--- config.mk ---
export PLATFORM = sky130hd
export DESIGN_NAME = cau_sat
export DESIGN_NICKNAME = d
export VERILOG_FILES = /design/src/rtl/core/cau_sat.sv
export SDC_FILE = /design/constraint.sdc
export NUM_CORES = 1
export LEC_CHECK = 0
export ABC_CLOCK_PERIOD_IN_PS = 6210
export BUFFER_PORTS_ARGS = -buffer_cell sky130_fd_sc_hd__buf_2
export CAP_MARGIN = 20
export CORE_UTILIZATION = 50
export DETAILED_ROUTE_END_ITERATION = 8
export PLACE_DENSITY = 0.85
export SYNTH_ARGS = -nofsm -noshare
export SYNTH_HDL_FRONTEND = slang
export SYNTH_SLANG_ARGS = --single-unit
--- constraint.sdc ---
create_clock -name vclk -period 6.21
set_input_delay 0.621 -clock vclk [all_inputs]
set_output_delay 0.621 -clock vclk [all_outputs]
set_load 0.005 [all_outputs]
--- src/rtl/core/cau_sat.sv ---
// ----------------------------------------------------------------------------
// Complex arithmetic unit saturation
// Clamp a sign and magnitude pair to the signed word range.
// ----------------------------------------------------------------------------
module cau_sat #(
  parameter int W = 32
) (
  input  logic                neg,
  input  logic                big,
  input  logic [2*W-1:0]      mag,
  output logic signed [W-1:0] word,
  output logic                ovf
);

  logic [2*W-1:0] lim, m;
  logic           isneg;

  always_comb begin
    lim   = ((2*W)'(1) << (W - 1)) - (2*W)'(!neg);
    ovf   = big || (mag > lim);
    m     = ovf ? lim : mag;
    isneg = neg && (m != '0);
    word  = isneg ? -m[W-1:0] : m[W-1:0];
  end

endmodule

# Word level (Yosys, flattened, before mapping)
# Index checks and enable logic that the tools add are counted.
# Widths: inputs -> output; s select.
[word_totals]
ff_bits = 0
in_bits = 66
out_inout_bits = 33
word_cells = 9
[op_classes]
n_addsub = 2
order_cmp = 1
mux = 2
n_reduce_logical = 4
[op_table]
columns = ["operator", "count"]
rows = [
  ["$gt 64x64->1", 1],
  ["$mux 64", 1],
  ["$reduce_bool 64->1", 1],
  ["$sub 32x1->33 const A", 1],
  ["$mux 32", 1],
  ["$neg 32->32", 1],
  ["$logic_and 1x1->1", 1],
  ["$logic_not 1->1", 1],
  ["$logic_or 1x1->1", 1],
]

# Depth between registers and ports, before layout
# Gate-level depths: netlist of run 1.
[depth]
depth_word = 8
mapped_depth = 21
depth_no_buf = 18

# Least setup slack after synthesis of run 1
# Ideal clock, no wire load.
[synth_timing]
kind = "input to output"
startpoint = "in neg"
endpoint = "out word[13]"
t_arrival_ns = 4.581
t_required_ns = 5.589
slack_ns = 1.008
path_stages = 19
n_path_buf = 3
path_cell_list = "clkbuf_1 -> clkinv_1 -> ha_1 -> nand4_1 -> nor4_1 -> nand2_1 -> o311a_1 -> nor3_4 -> inv_2 -> clkbuf_1 -> o21ai_0 -> ha_1 -> inv_1 -> nor3_1 -> nand4_1 -> or4_4 -> and2_4 -> buf_6 -> a41o_1"
[synth_between]
elab_chain_len = 8
elab_cells_between_ends = 9
classes_between = "2 x add/sub; 1 x order compare; 2 x mux; 4 x reduce/logical"
[synth_rtl]
columns = ["item", "line", "rtl"]
rows = [
  ["start, declared", "8", "input logic neg,"],
  ["branches (longest 7 deep; another with $gt 64x64->1)", "-", ""],
  ["$mux 32 (*)", "23", "word = isneg ? -m[W-1:0] : m[W-1:0];"],
  ["end, declared", "11", "output logic signed [W-1:0] word,"],
]
# Every way passes the cells marked *.

# Final worst setup path of run 1
[layout_timing]
startpoint = "in neg"
endpoint = "out word[5]"
# The elaborated chain is that of the path after synthesis.

==> results of run 1 <==
[power by group through the flow]
stage | combinational, mW | sequential, mW | clock (mW)
global placement | 0.131 | 0 | 0
finish | 0.138 | 0 | 0
detailed placement | 0.136 | 0 | 0
CTS | 0.136 | 0 | 0
global route | 0.153 | 0 | 0
floorplan | 0.0707 | 0 | 0
[final timing paths]
kind | cells past startpoint | end | startpoint | slack, ns
worst max-delay path | 20 | word[5] | neg | 0.65
worst min-delay path | 3 | word[5] | mag[5] | 1.61
[tightest hold or removal path: stages]
cell	delay [ns]
buf_2	0.14
a311oi_1	0.10
buf_2	0.13
[metal layers]
layer	vias to the layer above	wire, um	GRT usage
li1	1462	-	-
met1	1303	2970	0.386
met3	4	575	0.0342
met5	-	0	0
met4	0	13	0.0532
met2	154	3230	0.523
[cell families after synthesis]
logic type,Yosys count,synth area share
muxes,8,0.0385
adders and majority gates,33,0.196
and+or+nand+nor,155,0.373
buffers and inverters,28,0.0539
AOI/OAI and AO/OA,108,0.338
[cell type report]
class	instances	area, um^2
Fill cell	376	1360
Multi-Input combinational cell	304	2000
Inverter	10	37.5
Tap cell	50	62.6
Timing Repair Buffer	107	568
[layout by cell type (no fill, tap or decap), types with 4 or more instances in the layout]
| master | n |
|---|---|
| o31ai_1 | 5 |
| a21boi_0 | 5 |
| ha_1 | 33 |
| o31a_1 | 5 |
| nand2_1 | 33 |
| nand4_1 | 10 |
| a21o_1 | 4 |
| nor2_1 | 52 |
| mux2i_1 | 7 |
| nor4_1 | 14 |
| and2_1 | 4 |
| inv_1 | 8 |
| buf_2 | 99 |
| nand3_1 | 5 |
| o211ai_1 | 6 |
| nor3_1 | 14 |
| o21ai_0 | 22 |
| buf_4 | 7 |
| o22ai_1 | 13 |
| a21oi_1 | 23 |
==> run summary, run 1 <==
The slowest stage of the critical path belongs to the cell or4_4. For the total internal power, the log shows 0.0613 mW. The power per unit of standard cell area was 51.9 mW/mm^2. The tools report the critical path startpoint category as a primary input. The number of primary I/O pins came out at 99. The proportion of power drawn by flip-flops and latches was 0; the die footprint was 0.00449 mm^2.

The run gives 0 as the number of max-cap violations. For the number of remaining DRC errors, the log shows 0. The leakage power figure is 1.16 nW. For the net count of the mapped netlist, the log shows 431.

The worst setup path is captured at a primary output. Final hold analysis gives a worst-case slack of 1.61 ns. The share of the clock period used by the worst path after layout was 0.896.

The tools report the share of the yosys chip area belonging to registers as 0. From synthesis to final layout, the design area changed by 26.3%. By instance count, the leading cell after synthesis is nor2_1. Buffers inserted to repair hold after CTS numbered 0.

Post-CTS timing repair inserted 0 buffers for setup. The remaining number of nets flagged by the antenna check after routing was 0. The biggest area contributor in the post-synthesis netlist is ha_1. Measured along the y axis, the die boundary spans 67.0 um.

Largest incremental delay on the critical path: 0.48 ns. After global routing the overflow that remains totals 0. Static timing analysis puts the maximum clock frequency at 180 MHz. In this run the worst hold path is classified as in -> out.

The slew at the pin closest to its max-slew limit is 0.498 ns, and the initial antenna violation count is 0. Via count of the first global-routing pass: 2484. Summing every instance area after synthesis gives 0.00211 mm^2. The sum of routed wire length over all layers is 6.78 mm, and the number of detailed-routing iterations run before antenna repair is 5. Setup violations remaining at the end of the flow were counted as 0. For the post-placement worst setup slack, the log shows 0.713 ns. After synthesis, the cell types taking the most area are ha_1 (20%), nor2_1 (9.2%), nand2_1 (5.9%). The mean cell area of the mapped netlist works out to 6.36 um^2.

The register area is 0 um^2, and the number of cells produced by synthesis is 332. The wire length of the first global-routing pass is 10.8 mm. The worst-case vdd ir drop came out at 0.0285 mV. Traced cell by cell, the critical path runs through buf_2, buf_12, ha_1, a21o_1, a21o_1, a221o_1, o311a_1, nor3_4, buf_4, a21oi_1, inv_1, ha_1, inv_1, nor3_1, nand4_1, or4_4, and2_4, a211oi_1, a311oi_1, buf_2.

The hold violation count in the final report is 0. The number of placement rows was 23; the fraction of power consumed by combinational cells was 1.000. The overall track demand over capacity in global routing is 0.297. For this design the total switching power over the nets is 0.0771 mW. For the finished layout, the period the worst path requires is 5.56 ns. The area share of the largest cell type after synthesis was 0.196. The tools report the antenna diode count as 0. The endpoint required time on the critical path came out at 5.59 ns. The cell family contributing the most delay on the critical path was compound AO/OA/AOI/OAI gates. Once layout is done, the placed cells without fillers occupy 0.00267 mm^2. Setup total negative slack on the finished layout was measured at 0 ns.

Setup repair after global routing left no endpoint under its margin. During synthesis, Yosys emitted a total of 0 warnings. Across all layers, the routed design uses 2923 vias.

The run gives 0.660 as the normalized max-slew margin. The total of clock buffers placed in the layout came out at 0. The flow ran to the end, and the final reports show no timing, DRC or antenna violations.

The maximum number of pins on one net before global-route repair came out at 54. The run gives 289 as the number of DRC violations after detailed-routing iteration 0. The critical path class was in -> out.

The average via count per standard cell came out at 6.21. After clock tree synthesis, the repair step resized 0 gates. The tools report the detailed placer's ending HPWL as 5.26 mm. The switching part of the total is 0.557. In this run the standard cell core region covers 0.00403 mm^2.

The tools report the post-place instance area as 0.00267 mm^2. Buffering stage count on the worst path with inverters included: 6. The clock network fraction of design power is 0. The end-of-flow core utilization was 0.661; the count of buffers from port buffering was 99. The number of pins exceeding their max-slew limit in the final report is 0. At the end of routability-driven placement, the weighted congestion stood at 0.910.

The die span in x was 67.0 um; the data arrival time of the critical path was 4.94 ns. The commonest cells after synthesis are nor2_1 (52), ha_1 (33), nand2_1 (33). The largest driver fanout on the critical path came out at 41.

Dividing the detail-routed wire length by the instance count gives 14.4 um. The effective utilization at floorplan is 0.524, and the number of distinct standard cells referenced by the synthesized netlist is 57. The final layout contains 522 nets.

Overall power consumption after layout is estimated at 0.138 mW. The final setup slack of the worst path is 0.648 ns, and the final sequential cell count is 0. The layout cell share with drive strength beyond 1 was 0.283; the instance count after placement with tap cells included was 471. The run gives 471 as the post-route non-filler standard cell count.
No activity file was read; power rests on OpenSTA's default activity.
==> inputs of run 2 (changes only) <==
==> constraint.sdc (replaced) <==
create_clock -name vclk -period 6.21
set_input_delay 0.9315 -clock vclk [all_inputs]
set_output_delay 0.9315 -clock vclk [all_outputs]
set_load 0.005 [all_outputs]
==> run summary, run 2 (synthesis gave the netlist of run 1 again) <==
The final-layout worst hold slack was 2.23 ns (+0.620 ns); the die span in x was 67.0 um (unchanged). The normalized max-slew margin was 0.666 (+0.00663); the total of clock buffers placed in the layout was 0 (unchanged). Via count of the first global-routing pass: 2606 (+4.9%).

The detailed placer's ending HPWL is 5.57 mm (+5.9%). The number of placement rows was 23 (unchanged); the final sequential cell count was 0 (unchanged). The most critical setup path has its endpoint at word[5]. The worst setup path is launched from a primary input. The run finished with clean final reports. Register area: 0 um^2 (unchanged). For the remaining number of nets flagged by the antenna check after routing, the log shows 0 (unchanged). In the layout the commonest cells are buf_2 (98), nor2_1 (52), nand2_1 (33), ha_1 (33), a21oi_1 (23). Die footprint: 0.00449 mm^2 (unchanged). The run gives 3033 (+3.8%) as the routed via count. The number of detailed-routing iterations run before antenna repair was 5 (unchanged); the layout cell share with drive strength beyond 1 was 0.292 (+0.00910).

The tools report the data arrival time of the critical path as 4.99 ns (+0.05 ns). The wire length per cell works out to 15.1 um (+4.7%). Minimum clock period after layout: 5.92 ns (+0.361 ns).

The cell family contributing the most delay on the critical path is simple AND/OR/NAND/NOR gates. The count of buffers from port buffering was 99 (unchanged). The standard cell with the maximum stage delay on the critical path was or4_4. Relative to the synthesized area, the layout overhead comes to 28.5%. The number of pins exceeding their max-slew limit in the final report came out at 0 (unchanged). Setup repair after global routing left no endpoint under its margin. Depth of the critical timing path with buffers and inverters included: 21 (+5.0%). The top achievable clock speed is 169 MHz (-6.1%), and the placeable core region is 0.00403 mm^2 (unchanged). Number of max-cap violations: 0 (unchanged). The average via count per standard cell was 6.39 (+2.9%); the number of DRC violations after detailed-routing iteration 0 was 268 (-7.3%).

The run gives 0.956 (+5.1%) as the final RePlAce weighted congestion. The logs give 40 (-26%) for the maximum number of pins on one net before global-route repair and 0 (unchanged) for the number of remaining DRC errors. Traced cell by cell, the critical path runs through clkbuf_4, clkinv_1, ha_1, nand4_1, nor3_1, a221oi_1, a21boi_0, nor3_4, buf_4, nor2_1, a21oi_1, inv_1, ha_1, inv_1, nor3_1, nand4_1, or4_4, and2_4, a211oi_1, a311oi_1, buf_2. The instance count after placement with tap cells included came out at 473 (+0.42%).

The tools report the number of buffers inserted for hold repair after clock tree synthesis as 0 (unchanged). Total power of the final layout: 0.141 mW (+1.9%). The logs give 1.20 nW (+2.9%) for the leakage power figure and 0.314 (+0.0170) for the overall track demand over capacity in global routing.

The run gives 7.16 mm (+5.6%) as the sum of routed wire length over all layers. The initial antenna violation count came out at 0 (unchanged). Class of the tightest hold or removal check: in -> out.

The wire length of the first global-routing pass is 11.3 mm (+5.0%). Power per unit of standard cell area: 52.0 mW/mm^2 (+0.11%). The tools report the setup TNS after final layout as 0 ns (unchanged). The critical path is of the in -> out type.

The number of setup violations in the final report was 0 (unchanged); the largest incremental delay on the critical path was 0.49 ns (about the same). The largest driver fanout on the critical path is 19 (-54%), and the hold violation count in the final report is 0 (unchanged). The tools report the nature of the critical path endpoint as a primary output.

The run gives 5.28 ns (-0.31 ns) as the endpoint required time on the critical path. The slew at the pin closest to its max-slew limit came out at 0.499 ns (+0.00162 ns). The tools report the number of nets in the layout as 526 (+0.77%).

The tools report the post-route non-filler standard cell count as 475 (+0.85%). For the antenna diode count, the log shows 0 (unchanged). The timing startpoint of the critical path was neg.

The die span in y came out at 67.0 um (unchanged). The run gives 0.0276 mV (-3.1%) as the worst-case vdd ir drop. The global route total overflow was 0 (unchanged); the share of the clock period used by the worst path after layout was 0.954 (+0.0582). The library cell used most frequently in the layout, excluding fill and tap cells, is buf_2. Buffering stage count on the worst path with inverters included: 6 (unchanged). The run gives 99 (unchanged) as the number of primary I/O pins. For the effective utilization at floorplan, the log shows 0.524 (unchanged).
run 2: cell types whose count changed in the layout (fill, tap and decap cells not counted), sizes merged:
| cell | change |
|---|---|
| buf | +3 |
| clkbuf | +1 |
run 2: how the worst min path moves through the flow:
stage / startpoint / depth (start not counted) / slack (ns) / endpoint
final: mag[5] / 3 / 2.23 / word[5]
after global routing: mag[5] / 3 / 2.26 / word[5]
after CTS: mag[5] / 3 / 2.23 / word[5]
after detailed placement: mag[5] / 3 / 2.22 / word[5]
after global placement: mag[5] / 3 / 2.22 / word[5]
after floorplan: mag[5] / 1 / 1.94 / word[5]
run 2: timing repair:
action | 4_1_cts | 5_1_grt
resized for setup | 0 | 3
setup buffers | 0 | 2
endpoints found under the setup margin | 0 | 15
run 2: tightest hold or removal path, delay by kind of cell:
kind | cells | cell delay [ns]
AOI/OAI and AO/OA | 1 | 0.10
buffers and inverters | 2 | 0.27
run 2: routing by layer:
layer | up-vias | global-route usage | share of wire | wire [um]
li1 | 1472 | - | - | -
met1 | 1370 | 0.405 | 0.43 | 3090
met2 | 175 | 0.558 | 0.47 | 3400
met3 | 16 | 0.0257 | 0.080 | 573
met4 | 0 | 0.0691 | 0.013 | 95
met5 | - | 0 | 0 | 0
run 2: power by group:
group	internal [mW]	total [mW]	leakage [nW]	switching [mW]
Clock	0	0	0	0
Sequential	0	0	0	0
Combinational	0.0620	0.141	1.20	0.0790
Total	0.0620	0.141	1.20	0.0790
run 2: area by class of cell:
cell class / count / area [um^2]
fillers: 373 / 1320
inverters: 10 / 37.5
multi-input cells: 304 / 2010
well taps: 50 / 62.6
repair buffers: 111 / 601
run 2: metrics by stage:
step | setup WS [ns] | area (um^2) | utilization
after floorplan | 0.387 | 2110 | -
after global placement | 0.388 | 2680 | 0.665
after detailed placement | 0.121 | 2680 | 0.665
after CTS | 0.0866 | 2680 | 0.665
after global routing | 0.0225 | 2710 | 0.673
final | 0.286 | 2710 | 0.673
==> inputs of run 3 (changes only) <==
ABC_AREA = 1   (was unset)
CORE_UTILIZATION = 53   (was 50)
==> run summary, run 3 <==
The wire length of the first global-routing pass is 12.6 mm (+12%), and the count of buffers from port buffering is 99 (unchanged). The tools report the final RePlAce weighted congestion as 0.948 (-0.84%). Setup repair after global routing left no endpoint under its margin. For the top achievable clock speed, the log shows 174 MHz (+2.9%). Switching part of the total: 0.588 (+0.0277). Most common library cell in the layout ignoring fill and taps: nand2_1. The endpoint required time on the critical path was 5.28 ns (about the same); the die span in x was 72.0 um (+7.5%).

The number of placement rows is 25 (+8.7%), and the number of setup violations in the final report is 0 (unchanged). In this run the worst hold path is classified as in -> out. For the initial antenna violation count, the log shows 0 (unchanged). Sorting the synthesized cells by area gives the leading types as nand2_1 (32%), ha_1 (16%), nand3_1 (14%). The switching power summed over all nets was 0.0997 mW (+26%); the register area was 0 um^2 (unchanged). The number of setup buffers added after CTS is 0 (unchanged), and the number of nets in the layout is 703 (+34%). The placeable core region is 0.00472 mm^2 (+17%). The number of DRC violations after detailed-routing iteration 0 came out at 225 (-16%).

The tools report the number of detailed-routing iterations run before antenna repair as 5 (unchanged). The slew at the pin closest to its max-slew limit was 0.452 ns (-0.0478 ns); the number of buffers inserted for hold repair after clock tree synthesis was 0 (unchanged). The tools report the nature of the critical path endpoint as a primary output. The largest driver fanout on the critical path works out to 29 (+10). In the synthesized netlist, the cells that appear most often are nand2_1 (219), nor2_1 (73), nand3_1 (72).

The number of gates resized after cts was 0 (unchanged); the area share of the largest cell type after synthesis was 0.316 (+0.121). nand2_1 takes more of the synthesized area than any other cell. The proportion of power drawn by flip-flops and latches is 0 (unchanged), and the die footprint is 0.00519 mm^2 (+16%).

The detailed placer's ending HPWL was 6.56 mm (+18%); the combined area of all synthesized cells was 0.00260 mm^2 (+23%). The power per unit of standard cell area was 54.9 mW/mm^2 (+5.6%); the number of cells produced by synthesis was 516 (+55%). The minimum clock period after layout came out at 5.76 ns (-0.165 ns).

Worst-case vdd ir drop: 0.0372 mV (+35%). The run finished with clean final reports. For the net count of the mapped netlist, the log shows 615 (+43%). Most frequent cell after synthesis: nand2_1.

The tools report the number of pins exceeding their max-slew limit in the final report as 0 (unchanged). The layout cell share with drive strength beyond 1 was 0.203 (-0.0891); the remaining number of nets flagged by the antenna check after routing was 0 (unchanged). The maximum number of pins on one net before global-route repair was 34 (-15%); the total of clock buffers placed in the layout was 0 (unchanged).

The normalized max-slew margin was 0.699 (+0.0327); the mean cell area of the mapped netlist was 5.04 um^2 (-21%). The effective utilization at floorplan is 0.550 (+0.0263). The tools report the global route total overflow as 0 (unchanged). Compared with the post-synthesis result, the final layout area differs by 18.9%.

Sum of routed wire length over all layers: 7.63 mm (+6.5%). The wire length per cell works out to 11.4 um (-24%). The final-layout fill cell count came out at 497 (+33%).

The number of remaining DRC errors came out at 0 (unchanged). The routed via count was 3467 (+14%); the overall track demand over capacity in global routing was 0.292 (-0.0228). The clock network fraction of design power came out at 0 (unchanged).

The leakage power figure came out at 1.85 nW (+55%). The number of max-cap violations was 0 (unchanged); the share of the clock period used by the worst path after layout was 0.927 (-0.0265). The number of distinct standard cells referenced by the synthesized netlist came out at 25 (-56%).

STA classifies the critical path startpoint as a primary input. In the layout the commonest cells are nand2_1 (219), buf_2 (99), nor2_1 (73), nand3_1 (72), inv_1 (39). Average via count per standard cell: 5.18 (-19%). The critical path class is in -> out. The logs give 0.0699 mW (+13%) for the total internal power and 0 (unchanged) for the number of warnings reported in the yosys synthesis log.

The logs give 0 (unchanged) for the final sequential cell count and 3076 (+18%) for the via count of the first global-routing pass. The tools report the data arrival time of the critical path as 4.83 ns (-0.16 ns). The share of the yosys chip area belonging to registers is 0 (unchanged), and the end-of-flow core utilization is 0.654 (-0.0190).

The run gives 99 (unchanged) as the number of primary I/O pins. For the antenna diode count, the log shows 0 (unchanged). The die span in y was 72.0 um (+7.5%); the fraction of power consumed by combinational cells was 1.000 (about the same). The tools report the setup TNS after final layout as 0 ns (unchanged).

The tools report the hold violation count in the final report as 0 (unchanged).
run 3: cell count changes after synthesis, moves of 6 or more:
cell,change
nand3_1,+67
o21ai_0,-19
mux2i_1,-7
clkbuf_1,-11
nand2_1,+186
o22ai_1,-13
nor4_1,-14
nor2_1,+21
xnor2_1,+6
a21oi_1,-11
inv_1,+31
o211ai_1,-6
xor2_1,+8
nor3_1,-14
run 3: path summary, 6_finish.rpt:
path                from        to  slack, ns  cells past startpoint
setup / recovery     neg  word[13]       0.45                     23
hold / removal    mag[0]   word[0]       2.28                      4
run 3: worst max-delay path: stages:
cell and delay [ns]:
buf_2 0.37, inv_1 0.27, ha_1 0.39, nand4_1 0.15, nor3_2 0.16, and3_1 0.20
nand3b_1 0.09, nand2_2 0.11, nand2_4 0.07, nand2_4 0.23, nand2_1 0.14, inv_1 0.12
ha_1 0.18, nand3_1 0.10, nor2_2 0.18, nand2_1 0.15, nor2_4 0.21, nand2_2 0.09
nand2_4 0.23, inv_4 0.17, nand2_1 0.10, nand2_1 0.05, buf_2 0.12
run 3: layer usage:
layer  up-vias  global-route usage  share of wire  routed length (um)
li1       1820                   -              -                   -
met1      1481               0.374           0.45                3470
met2       150               0.538           0.47                3570
met3        16             0.00972          0.056                 427
met4         0              0.0697          0.022                 167
met5         -                   0              0                   0
run 3: metrics by stage:
| step | total power, mW | hold WS (ns) | instance area [um^2] | cells | setup slack (ns) |
|---|---|---|---|---|---|
| detailed placement | 0.168 | 2.27 | 3090 | 669 | 0.530 |
| floorplan | 0.107 | 2.00 | 2600 | 516 | 0.890 |
| finish | 0.170 | 2.28 | 3090 | 669 | 0.451 |
| global placement | 0.162 | 2.26 | 3090 | 669 | 0.702 |
| CTS | 0.169 | 2.27 | 3090 | 669 | 0.521 |
| global route | 0.193 | 2.31 | 3090 | 669 | 0.0310 |
run 3: area by class of cell:
cell class / count / area, um^2 / share of cell area
multi-input combinational: 459 / 2330 / 0.753
timing repair buffer: 103 / 526 / 0.170
inverter: 40 / 153 / 0.0494
tap: 67 / 83.8 / 0.0271
run 3: kinds of logic after synthesis:
kind of cell / Yosys count / share of synthesized area
simple gates: 392 / 0.647
buf+inv: 57 / 0.104
fa+ha+maj: 33 / 0.159
compound gates: 20 / 0.0433
xor+xnor: 14 / 0.0472
run 3: power groups by stage:
stage                     logic, mW  clock network (mW)  registers [mW]
after floorplan               0.107                   0               0
after global placement        0.162                   0               0
after detailed placement      0.168                   0               0
after CTS                     0.169                   0               0
after global routing          0.193                   0               0
final                         0.170                   0               0
